File: src/rdc_pkg.sv
// Package for the radix digit calculator: field widths, operation codes,
// the controller-to-datapath command and status types, and the power-of-ten table.
// Depends on nothing.
package rdc_pkg;

  localparam int OPERAND_DIGITS_DEF = 8;

  localparam int FUNC_W    = 2;
  localparam int OPND_W    = 27;
  localparam int RADIX_W   = 4;
  localparam int RES_W     = 58;
  localparam int BIN_W     = 32;
  localparam int MAG_W     = 2 * BIN_W;
  localparam int RES_DIGITS = 17;
  localparam int DIG_W     = $clog2(RES_DIGITS + 1);
  localparam int DIV_CHUNK = 8;
  localparam int DIV_STEPS = MAG_W / DIV_CHUNK;

  localparam logic [RADIX_W-1:0] RADIX_RESET = 4'd8;
  localparam logic [RADIX_W-1:0] RADIX_MIN   = 4'd2;
  localparam logic [RADIX_W-1:0] RADIX_MAX   = 4'd9;
  localparam logic [RES_W-1:0]   RESULT_SAT  = 58'd99999999999999999;
  localparam logic [BIN_W-1:0]   RECIP_TEN   = 32'hCCCCCCCD;
  localparam int                 RECIP_SHIFT = 35;

  typedef enum logic [FUNC_W-1:0] {
    FUNC_ADD = 2'd0,
    FUNC_SUB = 2'd1,
    FUNC_MUL = 2'd2,
    FUNC_DIV = 2'd3
  } func_e;

  typedef struct packed {
    logic             load_in;
    logic             cv_step;
    logic             cv_extract;
    logic             cv_accum;
    logic             cv_switch;
    logic             op_exec;
    logic             div_step;
    logic             od_step;
    logic             od_digit;
    logic             out_load;
    logic [DIG_W-1:0] digit_idx;
  } cmd_t;

  typedef struct packed {
    func_e func;
    logic  b_zero;
    logic  mag_zero;
  } sts_t;

  function automatic logic [RES_W-1:0] pow10(input logic [DIG_W-1:0] k);
    logic [RES_W-1:0] w;
    case (k)
      5'd0:    w = 58'd1;
      5'd1:    w = 58'd10;
      5'd2:    w = 58'd100;
      5'd3:    w = 58'd1000;
      5'd4:    w = 58'd10000;
      5'd5:    w = 58'd100000;
      5'd6:    w = 58'd1000000;
      5'd7:    w = 58'd10000000;
      5'd8:    w = 58'd100000000;
      5'd9:    w = 58'd1000000000;
      5'd10:   w = 58'd10000000000;
      5'd11:   w = 58'd100000000000;
      5'd12:   w = 58'd1000000000000;
      5'd13:   w = 58'd10000000000000;
      5'd14:   w = 58'd100000000000000;
      5'd15:   w = 58'd1000000000000000;
      5'd16:   w = 58'd10000000000000000;
      default: w = '0;
    endcase
    return w;
  endfunction

endpackage

File: src/rdc_ctrl.sv
// Controller of the radix digit calculator: sequences conversion, arithmetic and
// result conversion, and owns the input stall and output valid of both channels.
// Depends on rdc_pkg.
module rdc_ctrl #(
  parameter int OPERAND_DIGITS = rdc_pkg::OPERAND_DIGITS_DEF
) (
  input  logic          clk_i,
  input  logic          rst_ni,
  input  logic          in_valid_i,
  output logic          in_stall_o,
  output logic          out_valid_o,
  input  logic          out_stall_i,
  input  rdc_pkg::sts_t sts_i,
  output rdc_pkg::cmd_t cmd_o
);

  localparam int CV_W  = $clog2(OPERAND_DIGITS + 1);
  localparam int DV_W  = $clog2(rdc_pkg::BIN_W);
  localparam int OD_W  = $clog2(rdc_pkg::DIV_STEPS);
  localparam int CNT_W = (CV_W > DV_W) ? ((CV_W > OD_W) ? CV_W : OD_W)
                                       : ((DV_W > OD_W) ? DV_W : OD_W);
  localparam int DIG_W = rdc_pkg::DIG_W;

  typedef enum logic [3:0] {
    ST_IDLE,
    ST_CONV_A,
    ST_SWITCH,
    ST_CONV_B,
    ST_EXEC,
    ST_DIV,
    ST_OUT_CHECK,
    ST_OUT_DIV,
    ST_OUT_DIGIT,
    ST_FINISH
  } state_e;

  state_e           state_q;
  logic [CNT_W-1:0] cnt_q;
  logic [DIG_W-1:0] dig_q;
  logic             out_valid_q;
  logic             slot_free;
  logic             cv_last;

  assign slot_free = !out_valid_q || !out_stall_i;
  assign cv_last   = (cnt_q == CNT_W'(OPERAND_DIGITS));

  always_ff @(posedge clk_i or negedge rst_ni) begin
    if (!rst_ni) begin
      state_q     <= ST_IDLE;
      cnt_q       <= '0;
      dig_q       <= '0;
      out_valid_q <= 1'b0;
    end else begin
      if (state_q == ST_FINISH && slot_free) begin
        out_valid_q <= 1'b1;
      end else if (!out_stall_i) begin
        out_valid_q <= 1'b0;
      end
      case (state_q)
        ST_IDLE: begin
          if (in_valid_i) begin
            cnt_q   <= '0;
            state_q <= ST_CONV_A;
          end
        end
        ST_CONV_A, ST_CONV_B: begin
          if (cv_last) begin
            cnt_q   <= '0;
            state_q <= (state_q == ST_CONV_A) ? ST_SWITCH : ST_EXEC;
          end else begin
            cnt_q <= cnt_q + 1'b1;
          end
        end
        ST_SWITCH: begin
          state_q <= ST_CONV_B;
        end
        ST_EXEC: begin
          dig_q <= '0;
          cnt_q <= '0;
          if (sts_i.func == rdc_pkg::FUNC_DIV && !sts_i.b_zero) begin
            state_q <= ST_DIV;
          end else begin
            state_q <= ST_OUT_CHECK;
          end
        end
        ST_DIV: begin
          if (cnt_q == CNT_W'(rdc_pkg::BIN_W - 1)) begin
            cnt_q   <= '0;
            state_q <= ST_OUT_CHECK;
          end else begin
            cnt_q <= cnt_q + 1'b1;
          end
        end
        ST_OUT_CHECK: begin
          cnt_q <= '0;
          if (sts_i.mag_zero || dig_q == DIG_W'(rdc_pkg::RES_DIGITS)) begin
            state_q <= ST_FINISH;
          end else begin
            state_q <= ST_OUT_DIV;
          end
        end
        ST_OUT_DIV: begin
          if (cnt_q == CNT_W'(rdc_pkg::DIV_STEPS - 1)) begin
            cnt_q   <= '0;
            state_q <= ST_OUT_DIGIT;
          end else begin
            cnt_q <= cnt_q + 1'b1;
          end
        end
        ST_OUT_DIGIT: begin
          dig_q   <= dig_q + 1'b1;
          state_q <= ST_OUT_CHECK;
        end
        ST_FINISH: begin
          if (slot_free) begin
            state_q <= ST_IDLE;
          end
        end
        default: begin
          state_q <= ST_IDLE;
        end
      endcase
    end
  end

  always_comb begin
    cmd_o            = '0;
    cmd_o.digit_idx  = dig_q;
    cmd_o.cv_extract = (cnt_q < CNT_W'(OPERAND_DIGITS));
    cmd_o.cv_accum   = (cnt_q != '0);
    case (state_q)
      ST_IDLE:      cmd_o.load_in   = in_valid_i;
      ST_CONV_A:    cmd_o.cv_step   = 1'b1;
      ST_CONV_B:    cmd_o.cv_step   = 1'b1;
      ST_SWITCH:    cmd_o.cv_switch = 1'b1;
      ST_EXEC:      cmd_o.op_exec   = 1'b1;
      ST_DIV:       cmd_o.div_step  = 1'b1;
      ST_OUT_DIV:   cmd_o.od_step   = 1'b1;
      ST_OUT_DIGIT: cmd_o.od_digit  = 1'b1;
      ST_FINISH:    cmd_o.out_load  = slot_free;
      default:      cmd_o.load_in   = 1'b0;
    endcase
  end

  assign in_stall_o  = (state_q != ST_IDLE);
  assign out_valid_o = out_valid_q;

endmodule
File: config.mk
export PLATFORM = sky130hd
export DESIGN_NAME = rdc_ctrl
export DESIGN_NICKNAME = d
export VERILOG_FILES = /design/src/rdc_pkg.sv /design/src/rdc_ctrl.sv
export SDC_FILE = /design/constraint.sdc
export NUM_CORES = 1
export LEC_CHECK = 0
export BUFFER_PORTS_ARGS = -buffer_cell sky130_fd_sc_hd__buf_4
export CORE_MARGIN = 2
export CORE_UTILIZATION = 35
export CTS_CLUSTER_DIAMETER = 120
export CTS_CLUSTER_SIZE = 24
export DETAILED_ROUTE_END_ITERATION = 10
export GPL_TIMING_DRIVEN = 0
export PLACE_DENSITY = 0.58
export SYNTH_ARGS = -nofsm -noshare
export SYNTH_HDL_FRONTEND = slang
export SYNTH_SLANG_ARGS = --single-unit
export TNS_END_PERCENT = 30
File: constraint.sdc
create_clock -name clk_i -period 2.48 [get_ports clk_i]
set_input_delay 0.124 -clock clk_i [delete_from_list [all_inputs] [get_ports clk_i]]
set_output_delay 0.124 -clock clk_i [all_outputs]
set_load 0.01 [all_outputs]
==> metrics.txt, run 1 <==
clock buffer depth 2; total leakage power around 0.63 nW; status finished, final reports clean; layout cells sized above 1 0.277; initial core utilization 0.369; Layout area overhead 25.1%; Clk network pwr share 0.108; antenna cells 0; setup ws final ~350 ps; initial antenna violation count 0; syn_area_per_cell ~8.5 um2; met2 GRT Util 0.244; vias in the first global route 889; clock-pin slew on the worst setup and hold paths 90 ps; Synthesis Warnings 0; Gate Count Post-Synth between 100 and 150; IO Pins 25; final core occ 0.461; Final Max Slew Viols 0; post-synthesis mux area share 0.0295; largest net degree at the start of global routing 16; Clock Skews between 0.5 and 0.6 ps; H-tree depth 1; ratio of final minimum period to clock period 0.858; pre-CTS setup slack 364 ps; Tot GR Track Use 0.154; post-synthesis xor/xnor area fraction 0; sequential area share after synthesis 0.369; Worst EP arrival ~2300 ps; Slew @ Worst Pin around 400 ps; Synth Flop Type dfrtp_1; #FFs+latches synth 15; total power 1.33 mW; Startpoint Class flop; crit path kind reg2reg; Port Buffer Count 24; RSZ-0062 raised after global routing false; GPL Wtd Cong slightly above 0.8; total routed wirelength about 2300 um; peak supply drop roughly 0.00055 V; Avg Vias per Cell 5.21; Synthesized Nets 132; number of buffers created by CTS 3; maxcap violations 0; Synth Area in Compound Gates 0.176; post-CTS sizing 0; Logic pwr share 0.592; leading cell type by number of instances after synthesis dfrtp_1; area of the multi-input gates just under 600 um2; Max Fclk roughly 470 MHz; FILL cells ~290; largest cells by area after synthesis dfrtp_1 (37%), ha_1 (6.2%), o21ai_1 (5.4%); grt total ovfl 0; Synth Area in Simple Gates 0.308; P_sw between 500 and 600 uW; sequential fraction of design power 0.300; drt drc 0; grt met3 use 0.0335; initial drt markers 20; Netlist Area Pre-Place around 1000 um2; Worst Hold Class in2reg; setup violators final 0; routing usage on met1 0.209; Synth cell types 40; Die ar. 3350 um2; Avg WL per Cell ~13 um; Final Instance Count excl. Fillers ~180; CORE AREA 2760 um2; setup bufs post-CTS 0; Antenna Violating Nets Remaining 0; height of the die about 58 um; WP data required between 2000 and 3000 ps; setup_tns 0 ps; crit-path max FO 4; gr busiest metal met2; Post-synth top cells dfrtp_1 (15), nand2_1 (13), nor2_1 (12); drt first pass iters 4; asr flop ratio synth 1.00; Critical Path End Type flop; # rows 19; Sw Share 0.438; Final Hold Fails 0; Vias a little over 900; Post-DP HPWL approximately 1800 um; Layout Nets between 150 and 200; die width approximately 58 um; post-layout minimum cycle time 2130 ps; dpl cells approximately 170; CTS tree yes; Root Driver clkbuf_4; worst-skew pair later-pin latency 280 ps; largest family of logic cells by synthesized area simple AND/OR/NAND/NOR gates; adder-cell area share of the yosys netlist 0.0615; Pint 748 uW; first-pass GRT wire length 4000 um; Rel. slew slack 0.734; Post-synth EDFFs 0; Hold-fix buffers, CTS 1; clk sink count 15; power per cell area approximately 1000 nW/um2; area occupied by registers 375 um2; area leader, netlist dfrtp_1; share of the synthesized area in the top cell type 0.369
## flip-flops by register name (all words and copies together) (netlist names)
signal and flops:
state_q 4, dig_q 5, out_valid_o 1, cnt_q 5
## per-stage QoR
stage / hold slack, ps / instance area, um2
3_3_place_gp: -9.02 / 1240
2_1_floorplan: -172 / 1020
4_1_cts: 142 / 1270
6_report: 145 / 1270
5_1_grt: 158 / 1270
3_5_place_dp: -4.92 / 1240
## worst paths after layout
path / start / end / slack [ps] / depth (start not counted)
min reg2reg: dig_q[4] / dig_q[4] / 510 / 1
min in group asynchronous: rst_ni / dig_q[3] / 230 / 2
max: cnt_q[0] / state_q[1] / 350 / 8
max reg2reg: cnt_q[0] / state_q[1] / 350 / 8
max in group asynchronous: rst_ni / state_q[0] / 2070 / 2
min: out_stall_i / out_valid_o / 150 / 3
## power groups by stage
stage / Sequential (mW) / Clock, mW / Combinational (mW)
after floorplan: 0.386 / 0 / 0.557
after global placement: 0.401 / 0 / 0.784
after detailed placement: 0.404 / 0 / 0.797
after CTS: 0.399 / 0.149 / 0.798
after global routing: 0.415 / 0.165 / 0.870
final: 0.399 / 0.144 / 0.789
## cell usage in the layout (no fill, tap or decap), drive strengths merged
cell	n
buf	26
dfrtp	15
nor2	14
o21ai	14
nand2	13
inv	10
nand3	6
nand4	6
clkbuf	6
ha	5
a21oi	4
nor2b	3
nand2b	3
and3	2
a21o	2
mux2	2
or4	2
a31oi	2
nor4b	1
or3b	1
and2b	1
and2	1
nor3	1
nor4bb	1
nor4	1
o22ai	1
a22o	1
o2bb2ai	1
o31ai	1
or3	1
dlygate4sd3	1
## kinds of logic after synthesis
group           count (synthesis)
flops                          15
mux                             2
compound gates                 26
fa+ha+maj                       5
simple gates                   57
buf+inv                        14
## worst max-delay path, cell delays in order, from the launching register on
cell	delay (ps)
dfrtp_1	420
ha_1	250
and3_1	160
ha_1	170
and2b_1	170
a21oi_2	270
a31oi_4	160
o21ai_4	100
mux2_4	310
## routing by layer
metal  share of wire  vias up
met4          0.0082        0
met1            0.48      437
met2            0.47       17
li1                -      477
met3           0.049        2
met5               0        -
## cell type report
class	count	share of cell area
Multi-Input combinational cell	90	0.459
Sequential cell	15	0.295
Timing Repair Buffer	25	0.149
Tap cell	31	0.0305
Inverter	10	0.0295
Clock buffer	4	0.0206
Buffer	4	0.0157
Power figures use the tool's default switching activity.
==> inputs of run 2 (changes only) <==
--- a/config.mk
+++ b/config.mk
@@ -5,6 +5,7 @@
 export SDC_FILE = /design/constraint.sdc
 export NUM_CORES = 1
 export LEC_CHECK = 0
+export ABC_AREA = 1
 export BUFFER_PORTS_ARGS = -buffer_cell sky130_fd_sc_hd__buf_4
 export CORE_MARGIN = 2
 export CORE_UTILIZATION = 35
==> metrics.txt, run 2 <==
clock-pin slew on the worst setup and hold paths roughly 90 ps; Root Driver clkbuf_4; Synth Flop Type dfrtp_1; Worst R2R Start cnt_q[0]; initial drt markers 18; capturing point of the worst reg2reg path state_q[2]; first-pass GRT wire length ~4000 um; CTS tree yes; initial core utilization 0.367; Die ar. about 3300 um2; vias in the first global route 936; Max Fclk between 500 and 600 MHz; maxcap violations 0; total leakage power 0.708 nW; Startpoint Class flop; Post-DP HPWL 1840 um; peak supply drop ~0.00058 V; setup bufs post-CTS 0; pre-CTS setup slack a little over 800 ps; GPL Wtd Cong between 0.8 and 0.9; Layout area overhead 25.2%; Hold-fix buffers, CTS 1; crit-path max FO 6; Slew @ Worst Pin between 200 and 300 ps; biggest regs cnt_q x5, dig_q x5, state_q x4; clk sink count 15; Tot GR Track Use 0.151; # rows 19; crit path kind reg2reg; share of the synthesized area in the top cell type 0.371; leading cell type by number of instances after synthesis nand2_1; Critical Path End Type flop; CORE AREA 2760 um2; Gate Count Post-Synth roughly 140; Post-synth top cells nand2_1 (31), nor2_1 (23), inv_1 (17); height of the die between 50 and 60 um; die width about 58 um; r2r setup slk 790 ps; Worst EP arrival roughly 1900 ps; Port Buffer Count 24; Synth cell types 24; clock buffer depth 2; CP Capture Point state_q[2]; layout cells sized above 1 0.265; Synthesized Nets roughly 150; ratio of final minimum period to clock period 0.682; Synthesis Warnings 0; antenna cells 0; syn_area_per_cell 7.17 um2; Final Hold Fails 0; commonest non-fill, non-tap cell in the layout nand2_1; Layout Nets roughly 180; Vias 1015; H-tree depth 1; Post-synth EDFFs 0; largest cells by area after synthesis dfrtp_1 (37%), nand2_1 (12%), nor2_1 (8.5%); post-layout minimum cycle time 1690 ps; Netlist Area Pre-Place approximately 1000 um2; Avg WL per Cell about 12 um; setup violators final 0; status finished, final reports clean; post-CTS sizing 0; grt total ovfl 0; Hold Startpoint out_stall_i; asr flop ratio synth 1.00; worst-skew pair later-pin latency 290 ps; number of buffers created by CTS 3; largest net degree at the start of global routing 16; CP Launch Point cnt_q[0]; total routed wirelength about 2300 um; #FFs+latches synth 15; setup ws final slightly below 800 ps; worst r2r path cells 10; setup_tns 0 ps; sequential area share after synthesis 0.371; area leader, netlist dfrtp_1; RSZ-0062 raised after global routing false; most frequent cells in the layout nand2_1 (31), buf_4 (24), nor2_1 (23); initial antenna violation count 0; Avg Vias per Cell ~5.0; drt drc 0; Clock Skews about 7.2 ps; Final Max Slew Viols 0; WP data required 2710 ps; IO Pins 25; Worst Hold Class in2reg; Rel. slew slack 0.810; Antenna Violating Nets Remaining 0; drt first pass iters 4; power per cell area 1040 nW/um2
## run 2: power breakdown
group | switching (mW) | leakage, nW | internal [mW]
registers | 0.101 | 0.198 | 0.317
clock network | 0.0815 | 0.0150 | 0.0625
logic | 0.462 | 0.495 | 0.298
## run 2: logic make-up after synthesis
| kind of cell | count (synthesis) | synth area share |
|---|---|---|
| AND/OR/NAND/NOR | 82 | 0.364 |
| buffers and inverters | 21 | 0.0780 |
| flip-flops | 15 | 0.371 |
| adder cells (fa/ha/maj) | 5 | 0.0619 |
| XOR/XNOR | 1 | 0.00866 |
| AO/OA/AOI/OAI | 17 | 0.116 |
## run 2: worst min-delay path by stage
stage                        to  slack [ps]  depth (start not counted)
finish              out_valid_o          60                          3
global route        out_valid_o          90                          3
CTS                 out_valid_o          60                          3
detailed placement     cnt_q[3]          -7                          1
global placement       cnt_q[3]         -10                          1
floorplan              cnt_q[0]        -170                          0
## run 2: cell type report
type                       instances  area [um2]
clock buffer                       4        26.3
fill                             271        1490
inverter                          21        78.8
multi-input combinational        105         557
sequential                        15         375
tap                               31        38.8
timing repair buffer              25         190
## run 2: metrics by stage
| stage | hold slack (ps) | total power [mW] | cell area (um2) | util | cells |
|---|---|---|---|---|---|
| after floorplan | -172 | 0.932 | 1010 | - | 141 |
| after global placement | -9.79 | 1.18 | 1230 | 0.446 | 196 |
| after detailed placement | -7.06 | 1.18 | 1230 | 0.446 | 196 |
| after CTS | 59.9 | 1.33 | 1270 | 0.459 | 201 |
| after global routing | 94.9 | 1.46 | 1270 | 0.459 | 201 |
| final | 63.2 | 1.32 | 1270 | 0.459 | 201 |
## run 2: critical path: stages (launching register included)
cell and delay, ps:
dfrtp_1 430, ha_1 190, nand2_1 70, nor2_1 100, ha_1 150, inv_1 50
nand3_1 110, nand3_2 170, nor2_2 220, nand2_1 90, nand2_1 60
## run 2: metal layers
layer	GRT usage	wire length (um)
met1	0.195	1080
met2	0.258	1100
met3	0.0290	116
met4	0.0399	18
met5	0	0
